<file path="src/sv/cleb_pkg.sv">
// shared types and constants for the cursor line edit buffer
// no dependencies; imported by the top, controller, datapath and testbench
package cleb_pkg;

  localparam int BUF_DEPTH = 4096;
  localparam int ADDR_W    = $clog2(BUF_DEPTH);
  localparam int CNT_W     = $clog2(BUF_DEPTH + 1);

  localparam logic [1:0] FUNC_KEY   = 2'd0;
  localparam logic [1:0] FUNC_READ  = 2'd1;
  localparam logic [1:0] FUNC_CLEAR = 2'd2;

  localparam logic [7:0] KEY_HOME  = 8'h5B;  // '['
  localparam logic [7:0] KEY_END   = 8'h5D;  // ']'
  localparam logic [7:0] KEY_DEL   = 8'h2D;  // '-'
  localparam logic [7:0] KEY_LEFT  = 8'h3C;  // '<'
  localparam logic [7:0] KEY_RIGHT = 8'h3E;  // '>'
  localparam logic [7:0] KEY_NL    = 8'h0A;  // newline

  typedef enum logic [1:0] {
    K_SIMPLE,
    K_READ,
    K_INSERT,
    K_DELETE
  } cleb_kind_t;

  typedef enum logic [2:0] {
    S_IDLE,
    S_EXEC,
    S_RD,
    S_INS,
    S_INS_FIN,
    S_DEL,
    S_DONE
  } cleb_state_t;

  typedef struct packed {
    logic latch;
    logic exec;
    logic ins_step;
    logic ins_fin;
    logic del_step;
    logic del_fin;
    logic rd_cap;
    logic out_load;
  } cleb_cmd_t;

  typedef struct packed {
    cleb_kind_t kind;
    logic       ins_done;
    logic       del_done;
  } cleb_stat_t;

endpackage

</file>
<file path="src/sv/cleb_ctrl.sv">
// controller state machine for the line edit buffer
// uses cleb_pkg; drives the datapath by command struct, reads its status
module cleb_ctrl
  import cleb_pkg::*;
(
  input  logic       clk,
  input  logic       rst_n,
  input  logic       in_valid,
  output logic       in_stall,
  output logic       out_valid,
  input  logic       out_stall,
  input  cleb_stat_t stat,
  output cleb_cmd_t  cmd
);

  cleb_state_t state_r, state_nxt;
  logic        out_valid_r, out_valid_nxt;
  logic        out_free;

  assign out_free  = !out_valid_r || !out_stall;
  assign out_valid = out_valid_r;

  always_comb begin
    state_nxt = state_r;
    unique case (state_r)
      S_IDLE: begin
        if (in_valid) begin
          state_nxt = S_EXEC;
        end
      end
      S_EXEC: begin
        unique case (stat.kind)
          K_READ:   state_nxt = S_RD;
          K_INSERT: state_nxt = S_INS;
          K_DELETE: state_nxt = S_DEL;
          default:  state_nxt = S_DONE;
        endcase
      end
      S_RD:      state_nxt = S_DONE;
      S_INS: begin
        if (stat.ins_done) begin
          state_nxt = S_INS_FIN;
        end
      end
      S_INS_FIN: state_nxt = S_DONE;
      S_DEL: begin
        if (stat.del_done) begin
          state_nxt = S_DONE;
        end
      end
      S_DONE: begin
        if (out_free) begin
          state_nxt = S_IDLE;
        end
      end
      default:   state_nxt = S_IDLE;
    endcase
  end

  always_comb begin
    cmd      = '0;
    in_stall = (state_r != S_IDLE);
    unique case (state_r)
      S_IDLE:    cmd.latch    = in_valid;
      S_EXEC:    cmd.exec     = 1'b1;
      S_RD:      cmd.rd_cap   = 1'b1;
      S_INS:     cmd.ins_step = !stat.ins_done;
      S_INS_FIN: cmd.ins_fin  = 1'b1;
      S_DEL: begin
        cmd.del_step = !stat.del_done;
        cmd.del_fin  = stat.del_done;
      end
      S_DONE:    cmd.out_load = out_free;
      default:   cmd = '0;
    endcase
    // a waiting result may leave in the same cycle a new one is loaded
    out_valid_nxt = (out_valid_r && out_stall) || cmd.out_load;
  end

  always_ff @(posedge clk) begin
    if (!rst_n) begin
      state_r     <= S_IDLE;
      out_valid_r <= 1'b0;
    end else begin
      state_r     <= state_nxt;
      out_valid_r <= out_valid_nxt;
    end
  end

endmodule

</file>
<file path="config.mk">
export PLATFORM = sky130hd
export DESIGN_NAME = cleb_ctrl
export DESIGN_NICKNAME = d
export VERILOG_FILES = /design/src/sv/cleb_pkg.sv /design/src/sv/cleb_ctrl.sv
export SDC_FILE = /design/constraint.sdc
export NUM_CORES = 1
export LEC_CHECK = 0
export ABC_AREA = 1
export BUFFER_PORTS_ARGS = -buffer_cell sky130_fd_sc_hd__clkbuf_2
export CAP_MARGIN = 20
export CORE_AREA = 3 3 40 42
export CTS_CLUSTER_DIAMETER = 40
export DETAILED_ROUTE_END_ITERATION = 7
export DIE_AREA = 0 0 43 45
export GPL_ROUTABILITY_DRIVEN = 1
export GPL_TIMING_DRIVEN = 0
export PLACE_DENSITY = 0.6
export RECOVER_POWER = 50
export SLEW_MARGIN = 20
export SYNTH_ARGS = -nofsm -noshare
export SYNTH_HDL_FRONTEND = slang
export SYNTH_SLANG_ARGS = --single-unit
export TNS_END_PERCENT = 5
</file>
<file path="constraint.sdc">
create_clock -name clk -period 1 [get_ports clk]
set_clock_uncertainty 0.1 [all_clocks]
set_input_delay 0.2 -clock clk [delete_from_list [all_inputs] [get_ports clk]]
set_output_delay 0.2 -clock clk [all_outputs]
set_load 0.01 [all_outputs]
</file>
==> results of run 1 <==
-- cell families (layout without fill, tap and decap cells) --
family | Yosys count | after routing | synth area share (%)
AO/OA/AOI/OAI | 6 | 6 | 10.9
buffers and inverters | 15 | 44 | 15.9
adder cells (fa/ha/maj) | 3 | 3 | 9.35
AND/OR/NAND/NOR | 30 | 30 | 41.7
flip-flops | 4 | 4 | 19.9
XOR/XNOR | 1 | 1 | 2.18
-- placed cells by master (no fill, tap or decap), drive strengths merged --
master / count
xnor2: 1
dfxtp: 4
nand3: 7
buf: 19
clkbuf: 11
o21ai: 1
ha: 3
o31ai: 1
nor3: 1
a21oi: 4
inv: 14
nor2: 13
nand2: 9
-- worst register-to-register path, stage by stage (launching register included) --
cell	delay, ns
dfxtp_2	0.31
buf_8	0.13
buf_12	0.13
inv_4	0.04
nand3_2	0.06
buf_4	0.14
buf_4	0.12
nand3_1	0.07
a21oi_1	0.06
nor2_1	0.07
-- repair_timing --
action / 4_1_cts / 5_1_grt
endpoints found under the setup margin: 13 / 14
resized for setup: 14 / 16
pin swaps: 8 / 5
buffers inserted: 10 / 0
hold buffers: 0 / 0
-- flip-flops by register name, indices dropped and copies added, names as in the netlist --
name       cells
out_valid      1
state_r        3
-- power by group through the flow --
| stage | sequential [mW] | clock (mW) | combinational (mW) |
|---|---|---|---|
| after CTS | 0.383 | 0.204 | 1.39 |
| final | 0.390 | 0.196 | 1.44 |
| after floorplan | 0.322 | 0 | 0.831 |
| after global placement | 0.342 | 0 | 1.06 |
| after global routing | 0.401 | 0.219 | 1.58 |
| after detailed placement | 0.349 | 0 | 1.08 |
-- cell type report --
type                            instances  area share (%)
Buffer                                  1            2.11
Clock buffer                            3            3.17
Multi-Input combinational cell         40            45.4
Tap cell                               15            2.64
Timing Repair Buffer                   26            26.1
Sequential cell                         4            12.5
Inverter                               14            8.10
-- metrics by stage --
stage	std cells	hold WS (ns)	worst slack (ns)	setup TNS, ns
3_3_place_gp	91	0.362	-0.200	-1.52
6_report	103	0.121	-0.388	-3.88
4_1_cts	103	0.116	-0.393	-4.23
3_5_place_dp	91	0.357	-0.221	-1.76
5_1_grt	103	0.122	-0.444	-4.67
2_1_floorplan	59	0.246	-0.102	-0.493
-- per-layer routing --
layer / share of wire (%) / track usage [%] / vias up
met3: 3.8 / 2.39 / 0
met5: 0 / 0 / -
met4: 0 / 5.42 / 0
li1: - / - / 238
met1: 41 / 13.4 / 195
met2: 55 / 21.3 / 9
-- worst max path at each step --
stage	end	depth (start not counted)
2_1_floorplan	state_r[2]	7
3_3_place_gp	cmd[0]	6
3_5_place_dp	cmd[0]	6
4_1_cts	cmd[3]	4
5_1_grt	cmd[5]	6
6_report	cmd[5]	6
==> key figures, run 1 <==
Outcome
  – Run status: finished, violations left
  – Failing checks: negative setup slack

Layout
  – Storage cell area: 88.8 µm²
  – Fin util: 55.3%
  – Share of layout cells above drive strength 1: 68.2%
  – # diodes: 0
  – Fill cells: 130
  – Multi-input gate area: 323 µm²
  – Fin area: 711 µm²
  – Synth-to-Final Area Change: 76.9%
  – Layout net count: 101

Routing
  – Remaining DRCs: 0
  – Total Wirelength: 1.02 mm
  – Antenna Nets Post-Route: 0
  – Vias after detailed routing: 442
  – DR WL/cell: 9.85 µm
  – DRT iter0 DRCs: 2
  – Vias per Instance: 4.29
  – First drt pass iteration count: 2

Pwr
  – NetSw: 0.935 mW
  – Leak: 0.402 nW
  – Logic pwr share: 71.1%
  – Cell Int Power: 1.10 mW
  – Max VDD drop: 1.22 mV
  – Power Density: 2860 mW/mm²
  – Sequential power share: 19.2%
  – Switch share: 46.0%
  – Clock share of power: 9.7%
  – Overall Power: 2.03 mW

Global route
  – Initial antenna violation count: 0
  – Largest net degree at the start of global routing: 7
  – First-pass GRT wire length: 1.67 mm
  – Overall Global Routing Usage: 11.8%
  – Number of global-route vias before repair: 395
  – Total gr overflow: 0

Critical path
  – Worst EP arrival: 1.09 ns
  – Worst setup SP type: flip-flop
  – Worst Path Class, Setup: reg -> out
  – RR Endpoint: state_r[1]
  – Crit path from: state_r[2]
  – Crit path max fanout: 6
  – Worst path top cell family by delay: buffers and inverters
  – R2R cell count: 9
  – Reg2Reg Setup Slack: -0.31 ns
  – Worst EP required: 0.70 ns
  – R2r startpoint: state_r[2]
  – CP max stage cell: dfxtp_2
  – Largest stage delay, worst path: 0.31 ns
  – CP Capture Type: primary output
  – CP bufs+invs: 4
  – Critical path cell sequence: buf_8 -> buf_12 -> nor2_4 -> nand2_2 -> inv_1 -> buf_2

Synthesis
  – Asr flop ratio synth: 0%
  – Unique cell type count in the Yosys netlist: 18
  – EDFF count, synth: 0
  – Synth top area cells: dfxtp_1 20%, inv_1 10%, ha_1 9.3%, nor2_1 6.5%, nand2_2 6.2%
  – Mapped Area: 402 µm²
  – Yosys top cell by area: dfxtp_1
  – Most common cell in the netlist: inv_1
  – Yosys reg bits: 4
  – Post-synth top area share: 19.9%
  – Commonest register cell after synthesis: dfxtp_1
  – Synth cell count leaders: 11 x inv_1, 7 x nor2_1, 5 x nand2_1, 5 x nand3_1
  – Synthesized Nets: 70
  – Synthesized instance count: 59
  – Mean Syn Cell Area: 6.81 µm²
  – YS warnings: 0
  – Sequential-to-total area share from yosys stat: 19.9%

Worst hold path
  – Worst min-delay path category: in -> reg
  – Hold Crit Start: rst_n
  – Hold Path Depth: 3
  – WHS Endpoint: state_r[0]

STA
  – Period utilisation layout: 139%
  – Final Hold Vio Count: 0
  – # setup viols final: 13
  – Fmax: 721 MHz
  – Relative slew slack: 80.3%
  – Least-Margin Pin Slew: 0.293 ns
  – RSZ-0062 raised after global routing: yes
  – Setup WS post-layout: -0.388 ns
  – Max Slew Vio Count: 0
  – Minimum clock period: 1.39 ns

Job
  – Max_cap viols: 0

Clock tree
  – CTS tree: built
  – Clock sinks: 4
  – Worst-Skew Late Latency: 0.23 ns
  – Clk root buf: clkbuf_4
  – Max Buffers Root-to-Sink: 2
  – Number of buffers created by CTS: 3
  – Clock transition at path regs: 0.04 ns
  – H-Tree Depth: 1

Floorplanning
  – Chip height: 45 µm
  – IO Count: 18
  – Rows: 13
  – Initial cell density of the core: 31.3%
  – Core footprint: 0.00128 mm²
  – DIE WIDTH: 43 µm
  – Full die area: 0.00194 mm²

Place
  – Port buffer count: 17
  – Post-DP HPWL: 725 µm
  – Placed cell area: 533 µm²
  – Final GP Congestion: 0.733
No activity file was read; power rests on OpenSTA's default activity.
==> inputs of run 2 (changes only) <==
--- a/config.mk
+++ b/config.mk
@@ -16,6 +16,7 @@
 export GPL_TIMING_DRIVEN = 0
 export PLACE_DENSITY = 0.6
 export RECOVER_POWER = 50
+export SETUP_SLACK_MARGIN = 0.2
 export SLEW_MARGIN = 20
 export SYNTH_ARGS = -nofsm -noshare
 export SYNTH_HDL_FRONTEND = slang
==> run 2 against run 1 <==
Net effect:
- the run still ends with negative setup slack left
- cell count stayed put
- setup slack better by 0.0067 ns
- routed wire length is 1.9% higher
- flip-flop and latch count stayed put
- hold slack worse by 0.0023 ns
- utilization is 0.78 points lower
- via count is 3.2% higher
- global-route usage is 0.42 points lower
- design area is 1.4% lower
- clock power is 2% higher
- critical path type unchanged
==> key figures, run 2 (synthesis gave the netlist of run 1 again) <==
Outcome
  – Run status: finished, violations left (unchanged)
  – Failing checks: negative setup slack (unchanged)

Pwr
  – Max VDD drop: 0.953 mV (was 1.22 mV)
  – Power Density: 2860 mW/mm² (about the same)
  – Logic pwr share: 70.3% (was 71.1%)
  – Clock share of power: 10.0% (was 9.7%)
  – Sequential power share: 19.7% (was 19.2%)
  – Cell Int Power: 1.07 mW (was 1.10 mW)
  – Switch share: 46.4% (was 46.0%)
  – Leak: 0.398 nW (was 0.402 nW)
  – NetSw: 0.931 mW (was 0.935 mW)
  – Overall Power: 2.00 mW (was 2.03 mW)

Routing
  – DRT iter0 DRCs: 2 (unchanged)
  – Remaining DRCs: 0 (unchanged)
  – Total Wirelength: 1.03 mm (was 1.02 mm)
  – First drt pass iteration count: 3 (was 2)
  – Antenna Nets Post-Route: 0 (unchanged)
  – Vias after detailed routing: 456 (was 442)
  – DR WL/cell: 10.0 µm (was 9.85 µm)
  – Vias per Instance: 4.43 (was 4.29)

Global route
  – Initial antenna violation count: 0 (unchanged)
  – Largest net degree at the start of global routing: 7 (unchanged)
  – Overall Global Routing Usage: 11.4% (was 11.8%)
  – Total gr overflow: 0 (unchanged)
  – Number of global-route vias before repair: 386 (was 395)
  – First-pass GRT wire length: 1.62 mm (was 1.67 mm)

STA
  – Max Slew Vio Count: 0 (unchanged)
  – # setup viols final: 13 (unchanged)
  – RSZ-0062 raised after global routing: yes (unchanged)
  – Hold Slack: 0.119 ns (was 0.121 ns)
  – Minimum clock period: 1.38 ns (was 1.39 ns)
  – Least-Margin Pin Slew: 0.294 ns (was 0.293 ns)
  – Final Hold Vio Count: 0 (unchanged)
  – Relative slew slack: 80.2% (was 80.3%)
  – Period utilisation layout: 138% (was 139%)
  – Setup WS post-layout: -0.381 ns (was -0.388 ns)
  – Fmax: 724 MHz (was 721 MHz)

Layout
  – Storage cell area: 90.1 µm² (was 88.8 µm²)
  – Share of layout cells above drive strength 1: 69.3% (was 68.2%)
  – Layout net count: 101 (unchanged)
  – Fill cells: 130 (unchanged)
  – Multi-input gate area: 318 µm² (was 323 µm²)
  – Commonest non-fill, non-tap cell in the layout: clkbuf_2
  – Synth-to-Final Area Change: 74.5% (was 76.9%)
  – Most frequent cells in the layout: 11 x clkbuf_2, 8 x inv_1, 6 x buf_4 (was 8 x inv_1, 8 x clkbuf_2, 7 x buf_2)
  – # diodes: 0 (unchanged)
  – Biggest register: state_r (unchanged)
  – Max reg flops: 3 (unchanged)

Clock tree
  – Clock sinks: 4 (unchanged)
  – Worst-Skew Late Latency: 0.23 ns (about the same)
  – Clk root buf: clkbuf_4 (unchanged)
  – H-Tree Depth: 1 (unchanged)
  – Max Buffers Root-to-Sink: 2 (unchanged)
  – CTS tree: built (unchanged)
  – Number of buffers created by CTS: 3 (unchanged)
  – Clock transition at path regs: 0.04 ns (about the same)
  – Cts hold-fix bufs: 0 (unchanged)

Critical path
  – CP Capture Type: primary output (unchanged)
  – Worst Path Class, Setup: reg -> out (unchanged)
  – Worst setup SP type: flip-flop (unchanged)
  – Worst EP arrival: 1.08 ns (was 1.09 ns)
  – Worst EP required: 0.70 ns (about the same)
  – Crit path max fanout: 6 (unchanged)

Floorplanning
  – DIE WIDTH: 43 µm (unchanged)
  – Core footprint: 0.00128 mm² (unchanged)
  – Chip height: 45 µm (unchanged)
  – Full die area: 0.00194 mm² (unchanged)
  – IO Count: 18 (unchanged)
  – Rows: 13 (unchanged)
  – Initial cell density of the core: 31.3% (unchanged)

Worst hold path
  – Worst min-delay path category: in -> reg (unchanged)

Place
  – Port buffer count: 17 (unchanged)
  – Final GP Congestion: 0.733 (unchanged)
  – Post-DP HPWL: 725 µm (unchanged)

Job
  – Max_cap viols: 0 (unchanged)
==> run 2: cell type report <==
class | instances | area share (%)
Inverter | 14 | 8.21
Tap cell | 15 | 2.68
Buffer | 1 | 2.14
Sequential cell | 4 | 12.9
Timing Repair Buffer | 26 | 25.5
Clock buffer | 3 | 3.21
Multi-Input combinational cell | 40 | 45.4
==> run 2: worst paths after layout <==
path,startpoint,cells after the start,slack (ns),endpoint
max,state_r[2],6,-0.38,cmd[5]
min,out_stall,3,0.12,out_valid
max reg2reg,state_r[2],10,-0.37,state_r[0]
min reg2reg,out_valid,2,0.39,out_valid
==> run 2: routing by layer <==
layer | GRT usage (%) | share of wire [%]
met4 | 5.42 | 0
met5 | 0 | 0
met1 | 13.9 | 42
met3 | 2.39 | 4.4
met2 | 19.2 | 54
==> run 2: repair_timing <==
item | CTS | global route
resized for setup | 15 | 13
endpoints found under the setup margin | 14 | 14
buffers inserted | 7 | 2
pin swaps | 6 | 4
==> run 2: metrics by stage <==
stage	area [µm²]	TNS, ns	util [%]	std cells	setup WS (ns)
after CTS	668	-4.46	52.0	101	-0.401
final	701	-4.28	54.5	103	-0.381
after detailed placement	533	-1.76	41.5	91	-0.221
after floorplan	429	-0.493	-	59	-0.102
after global placement	533	-1.52	41.5	91	-0.200
after global routing	701	-5.02	54.5	103	-0.442
==> run 2: power by group through the flow <==
stage / Sequential [mW] / Combinational, mW / Clock, mW
floorplan: 0.322 / 0.831 / 0
global placement: 0.342 / 1.06 / 0
detailed placement: 0.349 / 1.08 / 0
CTS: 0.383 / 1.30 / 0.204
global route: 0.401 / 1.54 / 0.219
finish: 0.395 / 1.41 / 0.200
==> run 2: worst max-delay path: stages (launching register included) <==
cell and delay [ns]:
dfxtp_2 0.31, buf_8 0.14, buf_12 0.13, nor2_4 0.07, nand2_2 0.05, inv_1 0.04
buf_2 0.11
==> inputs of run 3 (changes only) <==
--- a/config.mk
+++ b/config.mk
@@ -9,6 +9,7 @@
 export BUFFER_PORTS_ARGS = -buffer_cell sky130_fd_sc_hd__clkbuf_2
 export CAP_MARGIN = 20
 export CORE_AREA = 3 3 40 42
+export CTS_BUF_LIST = sky130_fd_sc_hd__clkbuf_4 sky130_fd_sc_hd__clkbuf_8
 export CTS_CLUSTER_DIAMETER = 40
 export DETAILED_ROUTE_END_ITERATION = 7
 export DIE_AREA = 0 0 43 45
==> constraint.sdc (replaced) <==
create_clock -name clk -period 1 [get_ports clk]
set_clock_uncertainty 0.1 [all_clocks]
set_input_delay 0 -clock clk [delete_from_list [all_inputs] [get_ports clk]]
set_output_delay 0 -clock clk [all_outputs]
set_load 0.01 [all_outputs]
==> run 3 against run 2 <==
Net effect:
- the flow finishes with violations (negative hold slack, negative setup slack)
- setup slack improved by 0.17 ns
- critical endpoint unchanged
- sequential share of layout area up 1.5 points
- hold slack worse by 0.20 ns
- combinational power fell by 17%
- non-clock buffer count is 4 lower
- sequential power shrank 4%
- largest cell class unchanged
- register-to-register slack improved by 0.19 ns
- critical path depth unchanged
==> key figures, run 3 (synthesis gave the netlist of run 1 again) <==
Critical path
  – Crit path max fanout: 7 (was 6)
  – Largest stage delay, worst path: 0.31 ns (about the same)
  – Worst setup SP type: flip-flop (unchanged)
  – CP Capture Type: primary output (unchanged)
  – CP max stage cell: dfxtp_2 (unchanged)
  – CP bufs+invs: 4 (unchanged)
  – Worst Path Class, Setup: reg -> out (unchanged)
  – Worst EP required: 0.90 ns (was 0.70 ns)
  – Worst EP arrival: 1.11 ns (was 1.08 ns)
  – Worst path top cell family by delay: buffers and inverters (unchanged)
  – Critical path cell sequence: buf_6 -> buf_4 -> nor2_4 -> nand2_2 -> inv_1 -> buf_2 (was buf_8 -> buf_12 -> nor2_4 -> nand2_2 -> inv_1 -> buf_2)

Place
  – Final GP Congestion: 0.680 (was 0.733)
  – Post-Place Cells: 91 (unchanged)
  – Port buffer count: 17 (unchanged)
  – Placed cell area: 528 µm² (was 533 µm²)
  – Dpl ws: -0.167 ns (was -0.221 ns)

Layout
  – Most frequent cells in the layout: 11 x inv_1, 10 x clkbuf_2, 6 x nor2_1 (was 11 x clkbuf_2, 8 x inv_1, 6 x buf_4)
  – Fin util: 48.0% (was 54.5%)
  – Commonest non-fill, non-tap cell in the layout: inv_1 (was clkbuf_2)
  – Share of layout cells above drive strength 1: 57.1% (was 69.3%)
  – Non-Filler Instances: 99 (was 103)
  – Layout net count: 97 (was 101)
  – Fill cells: 150 (was 130)
  – Synth-to-Final Area Change: 53.6% (was 74.5%)
  – Biggest register: state_r (unchanged)
  – Fin area: 617 µm² (was 701 µm²)
  – # diodes: 0 (unchanged)
  – Max reg flops: 3 (unchanged)

Routing
  – Vias after detailed routing: 434 (was 456)
  – Antenna Nets Post-Route: 0 (unchanged)
  – DR WL/cell: 9.21 µm (was 10.0 µm)
  – Total Wirelength: 912 µm (was 1.03 mm)
  – Remaining DRCs: 0 (unchanged)
  – Vias per Instance: 4.38 (was 4.43)
  – First drt pass iteration count: 4 (was 3)
  – DRT iter0 DRCs: 1 (was 2)

Pwr
  – Leak: 0.341 nW (was 0.398 nW)
  – Max VDD drop: 1.00 mV (was 0.953 mV)
  – Power Density: 2860 mW/mm² (about the same)

Clock tree
  – Clock transition at path regs: 0.04 ns (about the same)
  – Cts hold-fix bufs: 1 (was 0)
  – Number of buffers created by CTS: 3 (unchanged)
  – Clk root buf: clkbuf_4 (unchanged)
  – Max Buffers Root-to-Sink: 2 (unchanged)
  – CTS tree: built (unchanged)
  – H-Tree Depth: 1 (unchanged)
  – Worst-Skew Late Latency: 0.24 ns (was 0.23 ns)
  – Clock sinks: 4 (unchanged)

Outcome
  – Failing checks: negative hold slack, negative setup slack (was negative setup slack)
  – Run status: finished, violations left (unchanged)

Global route
  – First-pass GRT wire length: 1.41 mm (was 1.62 mm)
  – Largest net degree at the start of global routing: 8 (was 7)
  – Total gr overflow: 0 (unchanged)
  – Overall Global Routing Usage: 9.74% (was 11.4%)
  – Initial antenna violation count: 0 (unchanged)
  – Number of global-route vias before repair: 356 (was 386)

Floorplanning
  – Chip height: 45 µm (unchanged)
  – Full die area: 0.00194 mm² (unchanged)
  – IO Count: 18 (unchanged)
  – Initial cell density of the core: 31.3% (unchanged)
  – Rows: 13 (unchanged)
  – DIE WIDTH: 43 µm (unchanged)
  – Core footprint: 0.00128 mm² (unchanged)

STA
  – Minimum clock period: 1.21 ns (was 1.38 ns)
  – # setup viols final: 13 (unchanged)
  – Relative slew slack: 81.5% (was 80.2%)
  – Fmax: 827 MHz (was 724 MHz)
  – Least-Margin Pin Slew: 0.275 ns (was 0.294 ns)
  – Hold Slack: -0.0802 ns (was 0.119 ns)
  – Max Slew Vio Count: 0 (unchanged)
  – Setup WS post-layout: -0.209 ns (was -0.381 ns)
  – RSZ-0062 raised after global routing: yes (unchanged)
  – Final Hold Vio Count: 1 (was 0)
  – Period utilisation layout: 121% (was 138%)

Job
  – Max_cap viols: 0 (unchanged)

Worst hold path
  – Worst min-delay path category: in -> reg (unchanged)
## run 3: where the power goes
| part | internal, mW | leakage, nW | switching [mW] |
|---|---|---|---|
| Clock | 0.135 | 0.0138 | 0.0720 |
| Sequential | 0.253 | 0.0345 | 0.129 |
| Combinational | 0.533 | 0.293 | 0.642 |
| Total | 0.920 | 0.341 | 0.842 |
## run 3: cell type report
cell class / count / area, µm² / area share, %
timing repair buffer: 22 / 130 / 21.1
sequential: 4 / 88.8 / 14.4
buffer: 1 / 11.3 / 1.83
inverter: 14 / 55.1 / 8.92
multi-input combinational: 40 / 290 / 47.1
tap: 15 / 18.8 / 3.04
clock buffer: 3 / 22.5 / 3.65
## run 3: worst paths after layout
check	from	to	slack (ns)	cells after the start
min	out_stall	out_valid	-0.08	3
min reg2reg	out_valid	out_valid	0.39	2
max reg2reg	state_r[2]	state_r[2]	-0.18	6
max	state_r[2]	cmd[5]	-0.21	6
## run 3: through the flow
step | power [mW] | TNS [ns]
after floorplan | 1.14 | -0.247
after global placement | 1.38 | -0.464
after detailed placement | 1.39 | -0.501
after CTS | 1.71 | -2.25
after global routing | 1.92 | -2.81
final | 1.76 | -1.99
## run 3: worst register-to-register path: cells and delay by family (launching register included)
family,cells,cell delay [ns]
AND/OR/NAND/NOR,2,0.12
flip-flops,1,0.31
buffers and inverters,2,0.27
XOR/XNOR,1,0.14
AO/OA/AOI/OAI,1,0.13
## run 3: timing repair
action | in CTS | in global routing
resized for setup | 2 | 13
pin swaps | 3 | 3
buffers inserted | 4 | 0
setup endpoints to repair | 13 | 14
endpoints found under the hold margin | 4 | 1
## run 3: layer usage
metal | GRT usage, % | share of wire [%] | up-vias
met5 | 0 | 0 | -
met4 | 5.42 | 1.9 | 0
met3 | 1.59 | 3.9 | 2
met2 | 16.2 | 52 | 10
met1 | 12.0 | 42 | 194
li1 | - | - | 228
